<file path="config.mk">
export PLATFORM = sky130hd
export DESIGN_NAME = crpc_controller
export DESIGN_NICKNAME = d
export VERILOG_FILES = /design/src/rtl/crpc_pkg.sv /design/src/rtl/crpc_controller.sv
export SDC_FILE = /design/constraint.sdc
export NUM_CORES = 1
export LEC_CHECK = 0
export BUFFER_PORTS_ARGS = -buffer_cell sky130_fd_sc_hd__buf_2
export CORE_MARGIN = 2
export CORE_UTILIZATION = 56
export CTS_BUF_LIST = sky130_fd_sc_hd__clkbuf_4 sky130_fd_sc_hd__clkbuf_8
export CTS_CLUSTER_DIAMETER = 40
export DETAILED_ROUTE_END_ITERATION = 8
export PLACE_DENSITY = 0.82
export SYNTH_ARGS = -nofsm -noshare
export SYNTH_HDL_FRONTEND = slang
export SYNTH_SLANG_ARGS = --single-unit
</file>
<file path="constraint.sdc">
create_clock -name clk -period 3.85 [get_ports clk]
set_clock_uncertainty 0.05 [all_clocks]
set_input_delay 0.1925 -clock clk [delete_from_list [all_inputs] [get_ports clk]]
set_output_delay 0.1925 -clock clk [all_outputs]
set_load 0.01 [all_outputs]
</file>
<file path="src/rtl/crpc_pkg.sv">
`timescale 1ns / 1ps
// shared widths, opcodes and controller/datapath command types
package crpc_pkg;

    localparam int COORD_BITS      = 16;
    localparam int DIFF_W          = COORD_BITS + 1;
    localparam int PROD_W          = 2 * DIFF_W;
    localparam int SUM_W           = PROD_W + 1;

    localparam int OPCODE_W        = 2;
    localparam int REGION_W        = 2;
    localparam int SLOT_W          = 3;
    localparam int TOTAL_W         = 4;
    localparam int YIELD_W         = 16;
    localparam int INDEX_W         = 2;
    localparam int CFG_W           = 3;

    localparam int DEF_MAX_REGIONS = 4;
    localparam int DEF_MAX_CORNERS = 8;
    localparam int MIN_CORNERS     = 3;

    typedef logic [OPCODE_W-1:0] opcode_t;

    localparam opcode_t OP_WRITE_VERTEX  = 2'd0;
    localparam opcode_t OP_DEFINE_REGION = 2'd1;
    localparam opcode_t OP_QUERY         = 2'd2;
    localparam opcode_t OP_UNUSED        = 2'd3;

    typedef struct packed {
        logic wr_vertex;
        logic wr_region;
        logic load_point;
        logic region_start;
        logic edge_issue;
        logic edge_first;
        logic res_load;
        logic res_found;
    } crpc_cmd_t;

    typedef struct packed {
        logic pipe_busy;
        logic region_hit;
    } crpc_stat_t;

endpackage

</file>
<file path="src/rtl/crpc_controller.sv">
`timescale 1ns / 1ps
// sequencer for item decode, region scan and result handoff
module crpc_controller #(
    parameter int MAX_REGIONS = crpc_pkg::DEF_MAX_REGIONS,
    parameter int MAX_CORNERS = crpc_pkg::DEF_MAX_CORNERS,
    parameter int RIDX_W      = (MAX_REGIONS > 1) ? $clog2(MAX_REGIONS) : 1,
    parameter int CIDX_W      = $clog2(MAX_CORNERS),
    parameter int CCNT_W      = $clog2(MAX_CORNERS + 1)
) (
    input  logic                          clk,
    input  logic                          rst_n,
    input  logic                          in_valid,
    input  crpc_pkg::opcode_t             in_opcode,
    output logic                          in_ready,
    output logic                          out_valid,
    input  logic                          out_ready,
    input  logic                          cfg_valid,
    input  logic [crpc_pkg::CFG_W-1:0]    cfg_data,
    output logic                          cfg_ready,
    output crpc_pkg::crpc_cmd_t           cmd,
    input  crpc_pkg::crpc_stat_t          stat,
    output logic [RIDX_W-1:0]             region_sel,
    output logic [CIDX_W-1:0]             corner_sel,
    input  logic [CCNT_W-1:0]             corner_count
);
    import crpc_pkg::*;

    localparam int RCNT_W = $clog2(MAX_REGIONS + 1);
    localparam int LIM_W  = (RCNT_W > CFG_W) ? RCNT_W : CFG_W;

    typedef enum logic [2:0] {
        ST_IDLE,
        ST_REGION,
        ST_SCAN,
        ST_DRAIN,
        ST_FINISH
    } state_t;

    state_t            state_reg, state_next;
    logic [LIM_W-1:0]  r_reg, r_next;
    logic [CCNT_W-1:0] k_reg, k_next;
    logic              hit_reg, hit_next;
    logic              out_valid_reg, out_valid_next;
    logic [CFG_W-1:0]  riu_reg, riu_next;
    logic [LIM_W-1:0]  limit;
    logic              in_accept;

    assign limit = (LIM_W'(riu_reg) > LIM_W'(MAX_REGIONS)) ? LIM_W'(MAX_REGIONS)
                                                           : LIM_W'(riu_reg);
    assign in_ready   = (state_reg == ST_IDLE);
    assign in_accept  = in_valid && in_ready;
    assign out_valid  = out_valid_reg;
    assign cfg_ready  = 1'b1;
    assign region_sel = r_reg[RIDX_W-1:0];
    assign corner_sel = (k_reg == corner_count) ? '0 : k_reg[CIDX_W-1:0];

    always_comb
    begin
        state_next     = state_reg;
        r_next         = r_reg;
        k_next         = k_reg;
        hit_next       = hit_reg;
        out_valid_next = out_valid_reg;
        riu_next       = riu_reg;
        cmd            = '0;

        if (cfg_valid)
        begin
            riu_next = cfg_data;
        end
        if (out_valid_reg && out_ready)
        begin
            out_valid_next = 1'b0;
        end

        unique case (state_reg)
            ST_IDLE:
            begin
                if (in_accept)
                begin
                    unique case (in_opcode)
                        OP_WRITE_VERTEX:  cmd.wr_vertex = 1'b1;
                        OP_DEFINE_REGION: cmd.wr_region = 1'b1;
                        OP_QUERY:
                        begin
                            cmd.load_point = 1'b1;
                            r_next         = '0;
                            state_next     = ST_REGION;
                        end
                        OP_UNUSED: ;
                    endcase
                end
            end
            ST_REGION:
            begin
                if (r_reg >= limit)
                begin
                    hit_next   = 1'b0;
                    state_next = ST_FINISH;
                end
                else if (corner_count < CCNT_W'(MIN_CORNERS))
                begin
                    r_next = r_reg + 1'b1;
                end
                else
                begin
                    cmd.region_start = 1'b1;
                    k_next           = '0;
                    state_next       = ST_SCAN;
                end
            end
            ST_SCAN:
            begin
                // wrap back to the first vertex to close the polygon
                cmd.edge_issue = 1'b1;
                cmd.edge_first = (k_reg == '0);
                k_next         = k_reg + 1'b1;
                if (k_reg == corner_count)
                begin
                    state_next = ST_DRAIN;
                end
            end
            ST_DRAIN:
            begin
                if (!stat.pipe_busy)
                begin
                    if (stat.region_hit)
                    begin
                        hit_next   = 1'b1;
                        state_next = ST_FINISH;
                    end
                    else
                    begin
                        r_next     = r_reg + 1'b1;
                        state_next = ST_REGION;
                    end
                end
            end
            ST_FINISH:
            begin
                if (!out_valid_reg || out_ready)
                begin
                    cmd.res_load   = 1'b1;
                    cmd.res_found  = hit_reg;
                    out_valid_next = 1'b1;
                    state_next     = ST_IDLE;
                end
            end
            default: state_next = ST_IDLE;
        endcase
    end

    always_ff @(posedge clk or negedge rst_n)
    begin
        if (!rst_n)
        begin
            state_reg     <= ST_IDLE;
            r_reg         <= '0;
            k_reg         <= '0;
            hit_reg       <= 1'b0;
            out_valid_reg <= 1'b0;
            riu_reg       <= '0;
        end
        else
        begin
            state_reg     <= state_next;
            r_reg         <= r_next;
            k_reg         <= k_next;
            hit_reg       <= hit_next;
            out_valid_reg <= out_valid_next;
            riu_reg       <= riu_next;
        end
    end

    a_start_empty: assert property (@(posedge clk) disable iff (!rst_n)
        cmd.region_start |-> !stat.pipe_busy)
        else $error("region scan started with edges still in flight");

    a_query_blocks: assert property (@(posedge clk) disable iff (!rst_n)
        (in_valid && in_ready && in_opcode == OP_QUERY) |=> !in_ready)
        else $error("input still open after a query beat");

    a_hit_in_range: assert property (@(posedge clk) disable iff (!rst_n)
        (cmd.res_load && cmd.res_found) |-> (r_reg < limit))
        else $error("hit reported for a region outside the tested range");

    a_scan_enough: assert property (@(posedge clk) disable iff (!rst_n)
        cmd.edge_issue |-> (corner_count >= CCNT_W'(MIN_CORNERS)))
        else $error("edge read for a region with too few vertices");

endmodule

</file>
==> flow_summary.json, run 1 <==
{
  "async_flop_share_pct": 100,
  "gp_congestion": 0.762,
  "drtIter0Drc": 17,
  "yosys-top-cells-area": "dfrtp_1 (36%), ha_1 (7.2%), nor2_1 (4.3%)",
  "cts_buffer_depth": 2,
  "start_util_pct": 60.1,
  "path_delay_family": "flip-flops",
  "hold_ws_ps": 71.2,
  "period_needed_ps": 2230,
  "crit_type": "reg -> out",
  "rr_startpoint": "riu_reg[2]$_DFFE_PN0P_",
  "yosysSeqAreaShare_pct": 36.1,
  "clkTransAtPathRegs_ps": 90,
  "num_rows": 15,
  "hold_path_class": "in -> reg",
  "critPathMaxFanout": 4,
  "cpPeakStageDelay_ps": 430,
  "timing.final.crit_share_pct": 57.9,
  "clock_latency_ps": 290,
  "ant_nets": 0,
  "cts_htree_levels": 1,
  "grt_pass1_vias": 795,
  "clkSinkCount": 15,
  "multiInputGateArea_sq_um": 608,
  "synth.top_cell.area_share_pct": 36.1,
  "cts-buffers-inserted": 3,
  "slew_viol_final": 0,
  "dieArea_sq_um": 2220,
  "cpMaxStageDelayCell": "dfrtp_1",
  "reg2reg_slack_ps": 1880,
  "grt-ovfl-total": 0,
  "dp_hpwl_mm": 1.62,
  "hold_violations": 0,
  "grt_usage_pct": 21.0,
  "vdd_ir_drop_max_uv": 326,
  "largest_reg_flops": 4,
  "antenna_found_initial": 0,
  "synthesis.area_sq_um": 1040,
  "outcome": "finished, final reports clean",
  "die-width_um": 47.1,
  "wl_per_cell_um": 12.4,
  "die_y_um": 47.1,
  "synth-edff-count": 0,
  "num_io_pins": 32,
  "drt_first_pass_iters": 4,
  "yosysTopAreaCell": "dfrtp_1",
  "routed-via-count": 936,
  "layout_commonest_cell": "buf_2",
  "synthToLayoutAreaGrowth_pct": 17.8,
  "endpoint_kind": "output port",
  "holdPathStages": 3,
  "rsz0062_at_grt": "no",
  "port_buffers": 30,
  "cp.required_ps": 3610,
  "r2r_cells": 8,
  "avgSynthCellArea_sq_um": 9.11,
  "hp-start": "cfg_data[2]",
  "diodes": 0,
  "r2r-end": "r_reg[2]$_DFFE_PN0P_",
  "cp_cell_sequence": "ha_1 -> a21oi_1 -> o211ai_1 -> nand2b_1 -> nor2_1 -> buf_2",
  "cts_tree": "done",
  "grt_start_max_net_pins": 16,
  "ys_seq_elements": 15,
  "synth_cell_type_count": 38,
  "syn_inst": 114,
  "wirelength_mm": 2.09,
  "crit_path_start_kind": "flip-flop",
  "drive_above_1_share_pct": 28.0,
  "cts-resized-gates": 0,
  "seq_area_sq_um": 375,
  "hold-path-endpoint": "riu_reg[2]$_DFFE_PN0P_",
  "critPathBufInv": 1,
  "fill_cells": 157,
  "synth_warnings": 0,
  "power.density_nw_per_um2": 586,
  "finalSetupViolations": 0,
  "core_area_sq_um": 1730,
  "drc_errors": 0,
  "cts_root_buf": "clkbuf_4",
  "p_leak_nw": 0.633,
  "via_per_inst": 5.57,
  "cap_violations": 0,
  "synth-main-ff-cell": "dfrtp_1",
  "grt_pass1_wl_mm": 3.26,
  "crit_arrival_ps": 1990,
  "nets": 166,
  "mostFrequentLayoutCells": "buf_2 (30), dfrtp_1 (15), nor2_1 (12)",
  "max_clock_freq_mhz": 448,
  "setup_tns_ps": 0,
  "syn_nets": 136
}
==> final cells by class <==
| type | instances | share of cell area, % |
|---|---|---|
| multi-input cells | 88 | 49.7 |
| inverters | 5 | 1.53 |
| well taps | 25 | 2.56 |
| repair buffers | 31 | 13.1 |
| flip-flops and latches | 15 | 30.7 |
| clock buffers | 4 | 2.45 |
==> stage by stage <==
step | setup slack [ps] | total power [mW] | utilization, % | cells | cell area, sq um
4_1_cts | 1620 | 0.722 | 70.9 | 168 | 1220
2_1_floorplan | 2100 | 0.519 | - | 114 | 1040
3_5_place_dp | 1930 | 0.619 | 68.6 | 163 | 1180
5_1_grt | 1540 | 0.780 | 70.9 | 168 | 1220
3_3_place_gp | 2010 | 0.604 | 68.6 | 163 | 1180
6_report | 1620 | 0.717 | 70.9 | 168 | 1220
==> metal layers <==
| metal | GRT usage, % | vias to the layer above | share of wire, % |
|---|---|---|---|
| li1 | - | 461 | - |
| met1 | 26.4 | 444 | 46 |
| met2 | 36.7 | 27 | 48 |
| met3 | 2.31 | 4 | 5.4 |
| met4 | 8.33 | 0 | 1.4 |
| met5 | 0 | - | 0 |
==> synth_stat cells, types with 2 or more instances <==
cell type	n
and3_1	2
xnor2_1	4
nor2b_1	4
ha_1	6
nand4_1	2
o22ai_1	2
mux2_2	3
nand2b_1	5
nand2_1	10
buf_4	3
and4b_1	3
nor4bb_1	2
xor2_1	2
o21ai_0	3
a21oi_1	5
and2_1	4
a22oi_1	2
a211o_1	3
inv_1	4
nor2_1	12
dfrtp_1	15
buf_2	2
==> power breakdown <==
| part | internal, mW | total (mW) | switching [mW] |
|---|---|---|---|
| logic | 0.162 | 0.348 | 0.186 |
| clock network | 0.0473 | 0.0996 | 0.0523 |
| registers | 0.201 | 0.269 | 0.0686 |
| total | 0.410 | 0.717 | 0.307 |
==> kinds of logic (layout without fill, tap and decap cells) <==
| family | count (synthesis) | after routing | synth area share (%) |
|---|---|---|---|
| compound gates | 25 | 25 | 17.2 |
| xor+xnor | 6 | 6 | 5.06 |
| fa+ha+maj | 6 | 6 | 7.23 |
| buf+inv | 11 | 40 | 5.30 |
| flops | 15 | 15 | 36.1 |
| mux | 4 | 4 | 4.22 |
| other cells | 1 | 1 | 0.361 |
| simple gates | 46 | 46 | 24.5 |
==> what timing repair did <==
| action | in CTS | in global routing |
|---|---|---|
| setup endpoints to repair | 0 | 0 |
| hold buffers | 1 | 0 |
| endpoints found under the hold margin | 15 | 0 |
| buffers inserted | 0 | 0 |
==> worst reg2reg max path, cell delays in order (launching register included) <==
cell and delay, ps:
dfrtp_1 390, inv_1 90, nand2_1 60, ha_1 270, nand2_1 60, o211ai_1 270, nand2_1 220, and4b_1 230
a211o_1 220
==> worst max-delay path by stage <==
| stage | slack [ps] | endpoint | depth (start not counted) | from |
|---|---|---|---|---|
| after floorplan | 2100 | r_reg[2]$_DFFE_PN0P_ | 8 | riu_reg[2]$_DFFE_PN0P_ |
| after global placement | 2010 | r_reg[2]$_DFFE_PN0P_ | 8 | riu_reg[2]$_DFFE_PN0P_ |
| after detailed placement | 1930 | r_reg[2]$_DFFE_PN0P_ | 8 | riu_reg[2]$_DFFE_PN0P_ |
| after CTS | 1620 | cmd[4] | 6 | r_reg[2]$_DFFE_PN0P_ |
| after global routing | 1540 | cmd[4] | 7 | riu_reg[2]$_DFFE_PN0P_ |
| final | 1620 | cmd[4] | 6 | r_reg[2]$_DFFE_PN0P_ |
(Power assumes the default switching activity.)
==> inputs of run 2 (changes only) <==
--- a/config.mk
+++ b/config.mk
@@ -7,11 +7,11 @@
 export LEC_CHECK = 0
 export BUFFER_PORTS_ARGS = -buffer_cell sky130_fd_sc_hd__buf_2
 export CORE_MARGIN = 2
-export CORE_UTILIZATION = 56
+export CORE_UTILIZATION = 52
 export CTS_BUF_LIST = sky130_fd_sc_hd__clkbuf_4 sky130_fd_sc_hd__clkbuf_8
 export CTS_CLUSTER_DIAMETER = 40
 export DETAILED_ROUTE_END_ITERATION = 8
-export PLACE_DENSITY = 0.82
+export PLACE_DENSITY = 0.77
 export SYNTH_ARGS = -nofsm -noshare
 export SYNTH_HDL_FRONTEND = slang
 export SYNTH_SLANG_ARGS = --single-unit
==> constraint.sdc (replaced) <==
create_clock -name clk -period 2.2 [get_ports clk]
set_clock_uncertainty 0.05 [all_clocks]
set_input_delay 0.11 -clock clk [delete_from_list [all_inputs] [get_ports clk]]
set_output_delay 0.11 -clock clk [all_outputs]
set_load 0.01 [all_outputs]
==> run 2 against run 1 <==
Net effect: cell count rose by 4.2%; global-route usage fell by 1.1 points; flip-flop and latch count did not move; highest routed layer unchanged.
==> flow_summary.json, run 2 (same netlist as run 1, synthesis figures left out) <==
{
  "fill_cells": 185,
  "die-width_um": 48.7,
  "num_io_pins": 32,
  "synthToLayoutAreaGrowth_pct": 22.7,
  "dieArea_sq_um": 2370,
  "report.power.total_mw": 1.29,
  "wirelength_mm": 2.20,
  "routed-via-count": 959,
  "cp.required_ps": 2040,
  "period_needed_ps": 2060,
  "outcome": "finished, final reports clean",
  "grt_usage_pct": 19.9,
  "internal_power_uw": 739,
  "rsz0062_at_grt": "no",
  "vdd_ir_drop_max_uv": 640,
  "hp-start": "cfg_data[0]",
  "fin_ws_ps": 142,
  "hold_path_class": "in -> reg",
  "p_leak_nw": 0.655,
  "antenna_found_initial": 0,
  "cpPeakStageDelay_ps": 430,
  "start_util_pct": 54.0,
  "cts_tree": "done",
  "drc_errors": 0,
  "cp_cell_sequence": "ha_1 -> a21oi_1 -> o211ai_1 -> nand2b_1 -> nor2_2 -> buf_2",
  "clkTransAtPathRegs_ps": 100,
  "mostFrequentLayoutCells": "buf_2 (30), dfrtp_1 (15), nor2_1 (11)",
  "nets": 171,
  "final_core_util_pct": 66.3,
  "num_rows": 16,
  "r2r_cells": 8,
  "cts-buffers-inserted": 3,
  "critPathBufInv": 1,
  "grt_pass1_vias": 899,
  "grt_pass1_wl_mm": 3.67,
  "drtIter0Drc": 16,
  "p_switching_uw": 547,
  "cts_htree_levels": 1,
  "crit_type": "reg -> out",
  "reg2reg_slack_ps": 270,
  "critPathMaxFanout": 4,
  "rr_startpoint": "riu_reg[2]$_DFFE_PN0P_",
  "endpoint_kind": "output port",
  "hold_ws_ps": 9.32,
  "dp_hpwl_mm": 1.69,
  "port_buffers": 30,
  "cts_root_buf": "clkbuf_4",
  "gp_congestion": 0.835,
  "swShare_pct": 42.5,
  "crit_path_start_kind": "flip-flop",
  "ant_nets": 0,
  "path_delay_family": "flip-flops",
  "r2r-end": "r_reg[2]$_DFFE_PN0P_",
  "clkSinkCount": 15,
  "largest_reg_flops": 4,
  "setup_tns_ps": 0,
  "hold_violations": 0,
  "drt_first_pass_iters": 4,
  "timing.final.crit_share_pct": 93.5,
  "hold-path-endpoint": "riu_reg[0]$_DFFE_PN0P_",
  "grt_start_max_net_pins": 16,
  "diodes": 0,
  "post-place-ws_ps": 257,
  "die_y_um": 48.7,
  "layout.cells.non_filler": 175,
  "via_per_inst": 5.48,
  "holdPathStages": 2,
  "power.density_nw_per_um2": 1010,
  "grt-ovfl-total": 0,
  "drive_above_1_share_pct": 29.1,
  "place_area_sq_um": 1190,
  "design_area_sq_um": 1270,
  "p_comb_share_pct": 50.8,
  "layout_commonest_cell": "buf_2",
  "core_area_sq_um": 1920,
  "clockPowerShare_pct": 13.7,
  "crit_arrival_ps": 1900,
  "max_clock_freq_mhz": 486,
  "finalSetupViolations": 0,
  "slew_viol_final": 0,
  "p_seq_share_pct": 35.6,
  "cap_violations": 0,
  "dp.cells": 166,
  "wl_per_cell_um": 12.6,
  "clock_latency_ps": 290,
  "cpMaxStageDelayCell": "dfrtp_1",
  "cts_buffer_depth": 2
}
-- run 2: cell count changes in the layout (fill, tap and decap cells not counted), sizes merged --
cell / change
dlygate4sd3: +3
buf: +2
-- run 2: final cells by class --
cell class / count / area [sq um] / area share (%)
multi-input cells: 88 / 611 / 47.9
clock buffers: 4 / 30.0 / 2.36
flip-flops and latches: 15 / 375 / 29.5
repair buffers: 36 / 205 / 16.1
well taps: 27 / 33.8 / 2.65
inverters: 5 / 18.8 / 1.47
-- run 2: timing repair --
item | CTS | global route
setup endpoints to repair | 0 | 1
gates resized for setup | 0 | 1
hold buffers | 4 | 0
endpoints found under the hold margin | 17 | 0
setup buffers | 0 | 1
-- run 2: worst max-delay path by stage --
stage                            from                   end  cells after the start
6_report         r_reg[2]$_DFFE_PN0P_                cmd[4]                      6
5_1_grt          r_reg[2]$_DFFE_PN0P_                cmd[4]                      6
4_1_cts          r_reg[2]$_DFFE_PN0P_                cmd[4]                      6
3_5_place_dp   riu_reg[0]$_DFFE_PN0P_  r_reg[2]$_DFFE_PN0P_                      7
3_3_place_gp   riu_reg[2]$_DFFE_PN0P_  r_reg[2]$_DFFE_PN0P_                      8
2_1_floorplan  riu_reg[2]$_DFFE_PN0P_  r_reg[2]$_DFFE_PN0P_                      8
-- run 2: routing by layer --
layer / track usage, % / up-vias / share of wire [%]
li1: - / 473 / -
met1: 23.3 / 453 / 44
met2: 35.4 / 29 / 49
met3: 2.78 / 4 / 5.6
met4: 10.0 / 0 / 1.5
met5: 0 / - / 0
-- run 2: power by group through the flow --
stage               clock network [mW]  logic [mW]  registers [mW]
global placement                     0       0.610           0.458
finish                           0.176       0.653           0.457
CTS                              0.181       0.641           0.455
detailed placement                   0       0.635           0.461
floorplan                            0       0.488           0.420
global route                     0.187       0.733           0.473
